File: config.mk
export PLATFORM = sky130hd
export DESIGN_NAME = deadline_timeout_queue
export DESIGN_NICKNAME = d
export VERILOG_FILES = /design/src/design/dtq_pkg.sv /design/src/design/deadline_timeout_queue.sv /design/src/design/dtq_alu.sv
export SDC_FILE = /design/constraint.sdc
export NUM_CORES = 2
export LEC_CHECK = 0
export ABC_AREA = 1
export BUFFER_PORTS_ARGS = -buffer_cell sky130_fd_sc_hd__clkbuf_2
export CORE_UTILIZATION = 40
export DETAILED_ROUTE_END_ITERATION = 8
export MAX_ROUTING_LAYER = met4
export PLACE_DENSITY = 0.55
export REMOVE_ABC_BUFFERS = 1
export SLEW_MARGIN = 0
export SYNTH_ARGS = -nofsm -noshare
export SYNTH_HDL_FRONTEND = slang
export SYNTH_SLANG_ARGS = --single-unit
File: constraint.sdc
create_clock -name clk -period 16.59 [get_ports clk]
set_input_delay 2.4885 -clock clk [delete_from_list [all_inputs] [get_ports clk]]
set_output_delay 2.4885 -clock clk [all_outputs]
set_load 0.01 [all_outputs]
File: src/design/dtq_pkg.sv
package dtq_pkg;

  localparam int TICK_W = 63;
  localparam logic [TICK_W-1:0] TICK_MAX  = {TICK_W{1'b1}};
  localparam logic [TICK_W-1:0] GAP_LIMIT = TICK_W'(32'h7fff_ffff);
  localparam logic [30:0] MAX_WAIT_RST = 31'h7fff_ffff;

  // command codes
  localparam logic [2:0] CMD_ADD_REL   = 3'd0;
  localparam logic [2:0] CMD_ADD_ABS   = 3'd1;
  localparam logic [2:0] CMD_ABORT     = 3'd2;
  localparam logic [2:0] CMD_REMAINING = 3'd3;
  localparam logic [2:0] CMD_EXPIRES   = 3'd4;
  localparam logic [2:0] CMD_NEXT      = 3'd5;
  localparam logic [2:0] CMD_ANNOUNCE  = 3'd6;

  // result kinds
  localparam logic [1:0] KIND_REPLY   = 2'd0;
  localparam logic [1:0] KIND_EXPIRED = 2'd1;
  localparam logic [1:0] KIND_PROGRAM = 2'd2;

  // per-timer status
  localparam logic [1:0] TS_INACTIVE  = 2'd0;
  localparam logic [1:0] TS_QUEUED    = 2'd1;
  localparam logic [1:0] TS_ANNOUNCED = 2'd2;
  localparam logic [1:0] TS_ABORTED   = 2'd3;

  localparam logic STAT_OK  = 1'b0;
  localparam logic STAT_BAD = 1'b1;

endpackage

File: src/design/deadline_timeout_queue.sv
// Timer queue kept as a binary min-heap of deadlines, keyed by timer id,
// with a saturating 63-bit current tick that moves only on an announce.
// One command is taken at a time: in_ready is high only while the
// sequencer is idle. An add or an abort sifts one entry up or down the
// heap (log2 NUM_TIMERS levels at most), and a program-timer result
// follows when the root changes. An announce removes each expired timer
// with an expired result, then gives a closing program-timer result.
// Each level of the heap walk needs a heap-slot read, then a deadline
// read through registered memories with one read port each, then one
// pass through the shared compare unit. Results leave through one output
// register, so the sequencer stalls only when a beat is still waiting
// there.
module deadline_timeout_queue import dtq_pkg::*; #(
  parameter int NUM_TIMERS = 32
) (
  input  logic              clk,
  input  logic              rst,
  input  logic              in_valid,
  output logic              in_ready,
  input  logic [2:0]        cmd,
  input  logic [4:0]        timer_id,
  input  logic [TICK_W-1:0] ticks,
  input  logic              never_expire,
  input  logic [30:0]       elapsed_ticks,
  output logic              out_valid,
  input  logic              out_ready,
  output logic [1:0]        kind,
  output logic [4:0]        expired_id,
  output logic [TICK_W-1:0] value,
  output logic              status,
  output logic              last,
  input  logic              cfg_we,
  input  logic [30:0]       cfg_wdata
);

  localparam int IDW = (NUM_TIMERS > 1) ? $clog2(NUM_TIMERS) : 1;
  localparam int CW  = $clog2(NUM_TIMERS + 1);   // heap count / 1-based slot
  localparam int SW  = IDW + 2;                  // child index math

  typedef enum logic [4:0] {
    S_IDLE, S_DISP, S_AR1, S_AR2, S_AB1, S_INS,
    S_SU0, S_SU1, S_SU2,
    S_SD0, S_SD1, S_SD2, S_SD3, S_SD4,
    S_RM0, S_RM1, S_RM2, S_HD,
    S_AN0, S_AN1, S_AN2, S_ANEND,
    S_NT0, S_NT1, S_NT2, S_NT3,
    S_REM, S_EMIT
  } state_t;

  state_t state, ret;

  // latched command
  logic [2:0]        cmd_q;
  logic [4:0]        tid_q;
  logic [TICK_W-1:0] ticks_q;
  logic              never_q;
  logic [30:0]       el_q;

  // queue state
  logic [TICK_W-1:0] cur;
  logic [CW-1:0]     count;
  logic [30:0]       max_wait;
  logic [1:0]        tstat [NUM_TIMERS];

  // heap walk registers
  logic [TICK_W-1:0] acc, cand_dl, mov_dl;
  logic [IDW-1:0]    slot, rm_slot, mov_id, cand_id, cand2_id, rm_id;
  logic [SW-1:0]     c;
  logic              root_hit;
  logic [30:0]       nt_el;
  logic [1:0]        nt_kind;

  // pending result beat
  logic [1:0]        res_kind;
  logic [4:0]        res_id;
  logic [TICK_W-1:0] res_val;
  logic              res_status, res_last;

  // memories
  logic [IDW-1:0]    order_mem [NUM_TIMERS];
  logic [CW-1:0]     pos_mem   [NUM_TIMERS];
  logic [TICK_W-1:0] dl_mem    [NUM_TIMERS];
  logic [IDW-1:0]    order_q;
  logic [CW-1:0]     pos_q;
  logic [TICK_W-1:0] dl_q;

  logic [IDW-1:0]    ord_raddr, dl_raddr, ord_waddr, ord_wdata, pos_waddr;
  logic [CW-1:0]     pos_wdata;
  logic              ord_we, pos_we, dl_we;

  // id decode
  logic [IDW+4:0]    in_wide, tid_wide;
  logic [IDW-1:0]    in_idx, tidx;
  logic              tid_ok;
  logic [1:0]        st_cur;

  assign in_wide  = (IDW+5)'(timer_id);
  assign in_idx   = in_wide[IDW-1:0];
  assign tid_wide = (IDW+5)'(tid_q);
  assign tidx     = tid_wide[IDW-1:0];
  assign tid_ok   = tid_wide < (IDW+5)'(NUM_TIMERS);
  assign st_cur   = tstat[tidx];

  // heap index arithmetic
  logic [IDW-1:0] parent;
  logic [SW-1:0]  c_first, c_next;
  assign parent  = IDW'((slot - IDW'(1)) >> 1);
  assign c_first = SW'({slot, 1'b1});
  assign c_next  = c + SW'(1);

  // shared adder / comparator
  logic [TICK_W-1:0] add_a, add_b, a_dl, b_dl, sum;
  logic [IDW-1:0]    a_id, b_id;
  logic              a_first;

  dtq_alu #(.IDW(IDW)) u_alu (
    .add_a(add_a), .add_b(add_b),
    .a_dl(a_dl), .a_id(a_id), .b_dl(b_dl), .b_id(b_id),
    .sum(sum), .a_first(a_first)
  );

  always_comb begin
    add_a = cur;
    add_b = '0;
    unique case (state)
      S_DISP: begin
        if (cmd_q == CMD_ADD_REL || cmd_q == CMD_REMAINING) begin
          add_b = TICK_W'(el_q);
        end else if (cmd_q == CMD_ADD_ABS) begin
          add_b = TICK_W'(1);
        end else begin
          add_b = ticks_q;
        end
      end
      S_AR1: begin
        add_a = acc;
        add_b = ticks_q;
      end
      S_AR2: begin
        add_a = acc;
        add_b = TICK_W'(1);
      end
      S_NT2:   add_b = TICK_W'(nt_el);
      default: add_b = '0;
    endcase
  end

  always_comb begin
    a_dl = cand_dl;
    a_id = cand_id;
    b_dl = mov_dl;
    b_id = mov_id;
    unique case (state)
      S_SU2: begin
        a_dl = mov_dl;
        a_id = mov_id;
        b_dl = dl_q;
        b_id = cand_id;
      end
      S_SD3: begin
        a_dl = dl_q;
        a_id = cand2_id;
        b_dl = cand_dl;
        b_id = cand_id;
      end
      default: begin
        a_dl = cand_dl;
      end
    endcase
  end

  // memory addressing
  always_comb begin
    ord_raddr = '0;
    unique case (state)
      S_SU0:   ord_raddr = parent;
      S_SD0:   ord_raddr = c_first[IDW-1:0];
      S_SD1:   ord_raddr = c_next[IDW-1:0];
      S_RM0:   ord_raddr = count[IDW-1:0];
      default: ord_raddr = '0;
    endcase
    dl_raddr = (state == S_IDLE) ? in_idx : order_q;
  end

  always_comb begin
    ord_we    = 1'b0;
    ord_waddr = slot;
    ord_wdata = mov_id;
    pos_waddr = mov_id;
    pos_wdata = CW'(slot) + CW'(1);
    unique case (state)
      S_INS: begin
        ord_we    = 1'b1;
        ord_waddr = count[IDW-1:0];
        ord_wdata = tidx;
        pos_waddr = tidx;
        pos_wdata = count + CW'(1);
      end
      S_SU0: ord_we = (slot == '0);
      S_SU2: begin
        ord_we = 1'b1;
        if (a_first) begin
          ord_wdata = cand_id;
          pos_waddr = cand_id;
        end
      end
      S_SD4: begin
        ord_we    = a_first;
        ord_wdata = cand_id;
        pos_waddr = cand_id;
      end
      S_RM2: begin
        ord_we    = 1'b1;
        ord_waddr = rm_slot;
        pos_wdata = CW'(rm_slot) + CW'(1);
      end
      default: ord_we = 1'b0;
    endcase
    pos_we = ord_we;
    dl_we  = (state == S_INS);
  end

  always_ff @(posedge clk) begin
    order_q <= order_mem[ord_raddr];
    dl_q    <= dl_mem[dl_raddr];
    pos_q   <= pos_mem[in_idx];
    if (ord_we) begin
      order_mem[ord_waddr] <= ord_wdata;
    end
    if (pos_we) begin
      pos_mem[pos_waddr] <= pos_wdata;
    end
    if (dl_we) begin
      dl_mem[tidx] <= acc;
    end
  end

  // next-ticks figure from root deadline and base
  logic [TICK_W:0]   gap;
  logic [TICK_W-1:0] nt_val, rem_val;
  assign gap     = {1'b0, cand_dl} - {1'b0, acc};
  assign nt_val  = (cand_dl <= acc) ? '0 :
                   (gap[TICK_W-1:0] > GAP_LIMIT) ? TICK_W'(max_wait) : gap[TICK_W-1:0];
  assign rem_val = (st_cur == TS_QUEUED && cand_dl > acc) ? gap[TICK_W-1:0] : '0;

  assign in_ready = (state == S_IDLE);

  always_ff @(posedge clk) begin
    if (rst) begin
      state     <= S_IDLE;
      ret       <= S_IDLE;
      out_valid <= 1'b0;
      cur       <= '0;
      count     <= '0;
      max_wait  <= MAX_WAIT_RST;
      for (int i = 0; i < NUM_TIMERS; i++) begin
        tstat[i] <= TS_INACTIVE;
      end
    end else begin
      if (cfg_we) begin
        max_wait <= cfg_wdata;
      end
      // the emit state reloads the output register itself
      if (out_valid && out_ready && state != S_EMIT) begin
        out_valid <= 1'b0;
      end

      unique case (state)
        S_IDLE: begin
          if (in_valid) begin
            cmd_q   <= cmd;
            tid_q   <= timer_id;
            ticks_q <= ticks;
            never_q <= never_expire;
            el_q    <= elapsed_ticks;
            state   <= S_DISP;
          end
        end

        S_DISP: begin
          acc        <= sum;
          cand_dl    <= dl_q;
          res_kind   <= KIND_REPLY;
          res_id     <= '0;
          res_val    <= '0;
          res_status <= STAT_OK;
          res_last   <= 1'b1;
          ret        <= S_IDLE;
          state      <= S_EMIT;
          if (cmd_q <= CMD_EXPIRES && !tid_ok) begin
            res_status <= STAT_BAD;
          end else begin
            priority case (cmd_q)
              CMD_ADD_REL, CMD_ADD_ABS: begin
                if (never_q) begin
                  res_status <= STAT_OK;
                end else if (st_cur == TS_QUEUED) begin
                  res_status <= STAT_BAD;
                end else begin
                  state <= (cmd_q == CMD_ADD_REL) ? S_AR1 : S_AB1;
                end
              end
              CMD_ABORT: begin
                if (st_cur == TS_QUEUED) begin
                  count       <= count - CW'(1);
                  rm_slot     <= IDW'(pos_q - CW'(1));
                  root_hit    <= (pos_q == CW'(1));
                  tstat[tidx] <= TS_ABORTED;
                  state       <= S_RM0;
                end else if (st_cur == TS_ANNOUNCED) begin
                  tstat[tidx] <= TS_ABORTED;
                end else begin
                  res_status <= STAT_BAD;
                end
              end
              CMD_REMAINING: state   <= S_REM;
              CMD_EXPIRES:   res_val <= (st_cur == TS_QUEUED) ? dl_q : cur;
              CMD_NEXT: begin
                nt_el   <= el_q;
                nt_kind <= KIND_REPLY;
                state   <= S_NT0;
              end
              CMD_ANNOUNCE: state <= S_AN0;   // acc now holds the announce limit
              default:      res_status <= STAT_BAD;
            endcase
          end
        end

        S_AR1: begin
          acc   <= sum;
          state <= S_AR2;
        end
        S_AR2: begin
          acc   <= sum;
          state <= S_INS;
        end
        S_AB1: begin
          acc   <= (ticks_q > acc) ? ticks_q : acc;
          state <= S_INS;
        end

        S_INS: begin
          tstat[tidx] <= TS_QUEUED;
          count       <= count + CW'(1);
          mov_id      <= tidx;
          mov_dl      <= acc;
          slot        <= count[IDW-1:0];
          state       <= S_SU0;
        end

        // sift up
        S_SU0: begin
          if (slot == '0) begin
            if (cmd_q != CMD_ABORT) begin
              root_hit <= 1'b1;
            end
            state <= S_HD;
          end else begin
            state <= S_SU1;
          end
        end
        S_SU1: begin
          cand_id <= order_q;
          state   <= S_SU2;
        end
        S_SU2: begin
          if (a_first) begin
            slot  <= parent;
            state <= S_SU0;
          end else begin
            if (cmd_q != CMD_ABORT) begin
              root_hit <= 1'b0;
            end
            state <= S_HD;
          end
        end

        // sift down
        S_SD0: begin
          c     <= c_first;
          state <= (c_first >= SW'(count)) ? S_SU0 : S_SD1;
        end
        S_SD1: begin
          cand_id <= order_q;
          state   <= S_SD2;
        end
        S_SD2: begin
          cand_dl <= dl_q;
          if (c_next < SW'(count)) begin
            cand2_id <= order_q;
            state    <= S_SD3;
          end else begin
            state <= S_SD4;
          end
        end
        S_SD3: begin
          if (a_first) begin
            cand_id <= cand2_id;
            cand_dl <= dl_q;
            c       <= c_next;
          end
          state <= S_SD4;
        end
        S_SD4: begin
          if (a_first) begin
            slot  <= c[IDW-1:0];
            state <= S_SD0;
          end else begin
            state <= S_SU0;
          end
        end

        // removal: last entry fills the hole, then sifts
        S_RM0: begin
          state <= (SW'(count) == SW'(rm_slot)) ? S_HD : S_RM1;
        end
        S_RM1: begin
          mov_id <= order_q;
          state  <= S_RM2;
        end
        S_RM2: begin
          mov_dl <= dl_q;
          slot   <= rm_slot;
          state  <= S_SD0;
        end

        S_HD: begin
          res_kind   <= KIND_REPLY;
          res_id     <= '0;
          res_status <= STAT_OK;
          res_last   <= !root_hit;
          nt_el      <= el_q;
          nt_kind    <= KIND_PROGRAM;
          ret        <= root_hit ? S_NT0 : S_IDLE;
          priority case (cmd_q)
            CMD_ADD_REL, CMD_ADD_ABS: begin
              res_val <= acc;
              state   <= S_EMIT;
            end
            CMD_ABORT: begin
              res_val <= '0;
              state   <= S_EMIT;
            end
            default: state <= S_AN0;
          endcase
        end

        // announce loop
        S_AN0: state <= (count == '0) ? S_ANEND : S_AN1;
        S_AN1: begin
          rm_id <= order_q;
          state <= S_AN2;
        end
        S_AN2: begin
          if (dl_q <= acc) begin
            res_kind     <= KIND_EXPIRED;
            res_id       <= 5'(rm_id);
            res_val      <= dl_q;
            res_status   <= STAT_OK;
            res_last     <= 1'b0;
            tstat[rm_id] <= TS_ANNOUNCED;
            count        <= count - CW'(1);
            rm_slot      <= '0;
            ret          <= S_RM0;
            state        <= S_EMIT;
          end else begin
            state <= S_ANEND;
          end
        end
        S_ANEND: begin
          cur     <= acc;
          nt_el   <= '0;
          nt_kind <= KIND_PROGRAM;
          state   <= S_NT0;
        end

        // ticks to next deadline
        S_NT0: begin
          res_kind   <= nt_kind;
          res_id     <= '0;
          res_status <= STAT_OK;
          res_last   <= 1'b1;
          ret        <= S_IDLE;
          if (count == '0) begin
            res_val <= TICK_W'(max_wait);
            state   <= S_EMIT;
          end else begin
            state <= S_NT1;
          end
        end
        S_NT1: state <= S_NT2;
        S_NT2: begin
          cand_dl <= dl_q;
          acc     <= sum;
          state   <= S_NT3;
        end
        S_NT3: begin
          res_val <= nt_val;
          state   <= S_EMIT;
        end

        S_REM: begin
          res_val <= rem_val;
          state   <= S_EMIT;
        end

        S_EMIT: begin
          if (!out_valid || out_ready) begin
            out_valid  <= 1'b1;
            kind       <= res_kind;
            expired_id <= res_id;
            value      <= res_val;
            status     <= res_status;
            last       <= res_last;
            state      <= ret;
          end else begin
            out_valid <= 1'b1;
          end
        end

        default: state <= S_IDLE;
      endcase
    end
  end

endmodule

File: src/design/dtq_alu.sv
module dtq_alu import dtq_pkg::*; #(
  parameter int IDW = 5
) (
  input  logic [TICK_W-1:0] add_a,
  input  logic [TICK_W-1:0] add_b,
  input  logic [TICK_W-1:0] a_dl,
  input  logic [IDW-1:0]    a_id,
  input  logic [TICK_W-1:0] b_dl,
  input  logic [IDW-1:0]    b_id,
  output logic [TICK_W-1:0] sum,
  output logic              a_first
);

  logic [TICK_W:0] raw;

  // saturating tick add; operands never exceed TICK_MAX
  assign raw = {1'b0, add_a} + {1'b0, add_b};
  assign sum = raw[TICK_W] ? TICK_MAX : raw[TICK_W-1:0];

  // heap order: earlier deadline first, lower id on a tie
  assign a_first = (a_dl < b_dl) || ((a_dl == b_dl) && (a_id < b_id));

endmodule
==> qor_table.md <==
| Parameter | Value | Unit |
| --- | --- | --- |
| Vias in the first global route | 99,810 | - |
| Total routing usage reported by global routing | 29.34 | % |
| Highest net fanout along the worst path | 45 | - |
| Fill cell count | 33,030 | - |
| Overall power after layout | 33.26 | mW |
| Count of yosys warnings during synthesis | 0 | - |
| Critical path class | reg -> reg | - |
| Post-CTS Setup Bufs | 0 | - |
| First DRT Iteration DRCs | 13,150 | - |
| Data required time of the worst path | 17,180 | ps |
| Worst-skew pair later-pin latency | 980 | ps |
| FF/Latch Area | 91,990 | um2 |
| Core Rows | 218 | - |
| Total via count in the routed design | 107,500 | - |
| Initial antenna violation count | 26 | - |
| Top achievable clock speed | 118.4 | MHz |
| Final Critical Period | 8449 | ps |
| Min-Delay Path Class | reg -> reg | - |
| Number of input and output port buffers inserted | 212 | - |
| Floorplan die area | 359,200 | um2 |
| Clock root cell | sky130_fd_sc_hd__clkbuf_16 | - |
| CTS tree | done | - |
| Sum of routed wire length over all layers | 524,800 | um |
| WL/cell | 28.13 | um |
| Number of ports placed on the die boundary | 213 | - |
| Clock-pin transition on the worst setup and hold timing paths | 60 | ps |
| Pwr dens | 206.9 | nW/um2 |
| Pleak | 57.29 | nW |
| Unrepaired setup endpoints after global routing | no | - |
| Placeable core region | 353,800 | um2 |
| Number of CTS-inserted buffers | 345 | - |
| Global-route wire length before repair | 737,600 | um |
| HPWL after DPL | 337,000 | um |
| Remaining max-slew budget at the tightest pin | 13.78 | % |
| Gate count after technology mapping | 13,540 | - |
| Data arrival time of the critical path | 9040 | ps |
| Maximum number of pins on one net before global-route repair | 203 | - |
| Initial standard-cell utilization of the core | 40.34 | % |
| Die Span Y | 599.3 | um |
| Combined area of all synthesized cells | 142,700 | um2 |
| Depth of the CTS H-tree | 5 | - |
| Endpoints failing hold | 0 | - |
| Antenna-violating nets left | 0 | - |
| Outcome | completed | - |
| Count of TritonRoute iterations in the first routing pass | 6 | - |
| Maximum Capacitance Violations | 0 | - |
| Number of endpoints failing setup at the final stage | 0 | - |
| Worst Tran Pin Value | 1293 | ps |
| Sinks on Clock Net | 3,126 | - |
| Total negative slack for setup checks | 0 | ps |
| Synth Flop Type | sky130_fd_sc_hd__edfxtp_1 | - |
| Cell total after placement | 18,000 | - |
| Worst hold-check slack | 366.8 | ps |
| Startpoint type of the worst setup path | flip-flop | - |
| Ys async rst share | 0 | % |
| Number of enable flip-flop cells after synthesis | 2,938 | - |
| Skew final | 94.41 | ps |
| Synth cell types | 64 | - |
| Final Max Slew Viols | 0 | - |
| Width of the die | 599.3 | um |
| Number of buffers on the longest clock path | 4 | - |
| Synth top area share | 61.81 | % |
| CTS-repair resized insts | 0 | - |
| Dpl ws | 8460 | ps |
| Drt via density | 5.763 | - |
| Setup slack of the critical path after layout | 8141 | ps |
| DRC violation count after routing | 0 | - |
| Setup crit end kind | flip-flop | - |
| Synthesis-stage register bit count | 3,126 | - |
| Worst VDD drop | 0.0002563 | V |
| Mean area per synthesized cell | 10.54 | um2 |
| Most area-consuming cells after synthesis | sky130_fd_sc_hd__edfxtp_1 (62%), sky130_fd_sc_hd__o21ai_0 (6.2%), sky130_fd_sc_hd__nor2_1 (5.7%), sky130_fd_sc_hd__nand2_1 (4.8%), sky130_fd_sc_hd__ha_1 (3.0%) | - |
| Grt total ovfl | 0 | - |
| Weighted congestion reported at the end of routability-driven placement | 1.059 | - |
| P&R area growth vs syn | 12.62 | % |
| Non-filler cells in the finished layout | 18,650 | - |
| Ratio of cells with drive above 1 in the final layout | 8.350 | % |
| Net total in the final layout | 14,090 | - |
| # hold bufs at CTS | 0 | - |
| Library cell occupying the most area in the post-synthesis netlist | sky130_fd_sc_hd__edfxtp_1 | - |
| Sequential fraction of the synthesis area | 64.45 | % |
| Part of the cycle the worst path needs | 50.93 | % |
| Footprint of the multi-input gates | 44,300 | um2 |
## Yosys cell counts, types with 188 or more instances
cell type / n
sky130_fd_sc_hd__o21ai_0: 1759
sky130_fd_sc_hd__edfxtp_1: 2938
sky130_fd_sc_hd__ha_1: 339
sky130_fd_sc_hd__o21ai_1: 273
sky130_fd_sc_hd__o22ai_1: 668
sky130_fd_sc_hd__nor2_1: 2157
sky130_fd_sc_hd__nand3_1: 348
sky130_fd_sc_hd__nand2_1: 1828
sky130_fd_sc_hd__a21oi_1: 433
sky130_fd_sc_hd__clkbuf_1: 527
sky130_fd_sc_hd__dfxtp_1: 188
sky130_fd_sc_hd__inv_1: 986
## final timing paths
| check | start | end | slack, ps | cells past startpoint |
|---|---|---|---|---|
| max | state[2] | pos_mem[21][3] | 8140 | 23 |
| min | res_val[60] | value[60] | 370 | 0 |
| max reg2reg | state[2] | pos_mem[21][3] | 8140 | 23 |
| min reg2reg | res_val[60] | value[60] | 370 | 0 |
## cell usage in the layout (no fill, tap or decap), types with 239 or more instances in the layout
cell and instances:
sky130_fd_sc_hd__a21oi_1 430, sky130_fd_sc_hd__buf_4 239, sky130_fd_sc_hd__clkbuf_16 345, sky130_fd_sc_hd__edfxtp_1 2938, sky130_fd_sc_hd__ha_1 338, sky130_fd_sc_hd__inv_1 982
sky130_fd_sc_hd__nand2_1 1827, sky130_fd_sc_hd__nand3_1 348, sky130_fd_sc_hd__nor2_1 2117, sky130_fd_sc_hd__o21ai_0 1756, sky130_fd_sc_hd__o21ai_1 272, sky130_fd_sc_hd__o22ai_1 668
## sequential cells by signal, summed over array words and instances, names as in the netlist, 7 cells and up, named ones only
signal,cells
ticks_q,63
cand_dl,63
dl_q,63
c,7
el_q,31
res_val,63
order_mem,160
cur,63
mov_dl,63
value,63
pos_mem,192
tstat,64
nt_el,31
dl_mem,2016
max_wait,31
acc,63
## kinds of logic (layout without fill, tap and decap cells)
family / after synthesis / after routing / share of synthesized area (%)
compound gates: 3599 / 3599 / 14.15
xor+xnor: 83 / 83 / 0.5093
fa+ha+maj: 341 / 341 / 3.000
buf+inv: 1764 / 2126 / 4.852
flops: 3126 / 3126 / 64.45
other cells: 0 / 19 / 0
simple gates: 4629 / 4629 / 13.04
## cell type report
type,count,area share (%)
repair buffers,461,1.910
well taps,4730,3.682
clock inverters,177,1.326
multi-input cells,8652,27.56
flip-flops and latches,3126,57.23
inverters,1028,2.433
diodes,19,0.02958
clock buffers,460,5.827
## report_power, final
part	switching, mW	total (mW)	internal (mW)
Clock	3.30	7.81	4.51
Combinational	10.9	14.9	4.01
Sequential	0.690	10.5	9.85
Total	14.9	33.3	18.4
## per-layer routing
layer | global-route usage [%] | wire length, um
met1 | 39.26 | 218800
met2 | 43.95 | 234400
met4 | 14.43 | 29790
met5 | - | 0
met3 | 4.060 | 41720
## per-stage QoR
step / utilization [%] / cell area [um2]
2_1_floorplan: - / 139700
3_3_place_gp: 42.17 / 149200
3_5_place_dp: 42.17 / 149200
4_1_cts: 45.42 / 160700
5_1_grt: 45.43 / 160700
6_report: 45.43 / 160700
## worst max-delay path, cell delays in order (launching register included)
cell                       delay, ps
sky130_fd_sc_hd__dfxtp_2        1000
sky130_fd_sc_hd__inv_4           470
sky130_fd_sc_hd__nor3_2          320
sky130_fd_sc_hd__inv_2           100
sky130_fd_sc_hd__nor2_4           80
sky130_fd_sc_hd__buf_4           480
sky130_fd_sc_hd__clkinv_2        340
sky130_fd_sc_hd__buf_4           370
sky130_fd_sc_hd__o21ai_0         230
sky130_fd_sc_hd__o21ai_0         110
sky130_fd_sc_hd__ha_1            360
sky130_fd_sc_hd__a21oi_1         140
sky130_fd_sc_hd__o21ai_0         140
sky130_fd_sc_hd__o21ai_0         530
sky130_fd_sc_hd__a21oi_1         150
sky130_fd_sc_hd__nor2_1          540
sky130_fd_sc_hd__nand2_1         330
sky130_fd_sc_hd__nand3_2         180
sky130_fd_sc_hd__nand2_1         120
sky130_fd_sc_hd__nand2_1          90
sky130_fd_sc_hd__nand3_2         740
sky130_fd_sc_hd__inv_2           310
sky130_fd_sc_hd__nand3_1         260
sky130_fd_sc_hd__nor2_1          530
No activity file was read; power rests on OpenSTA's default activity.
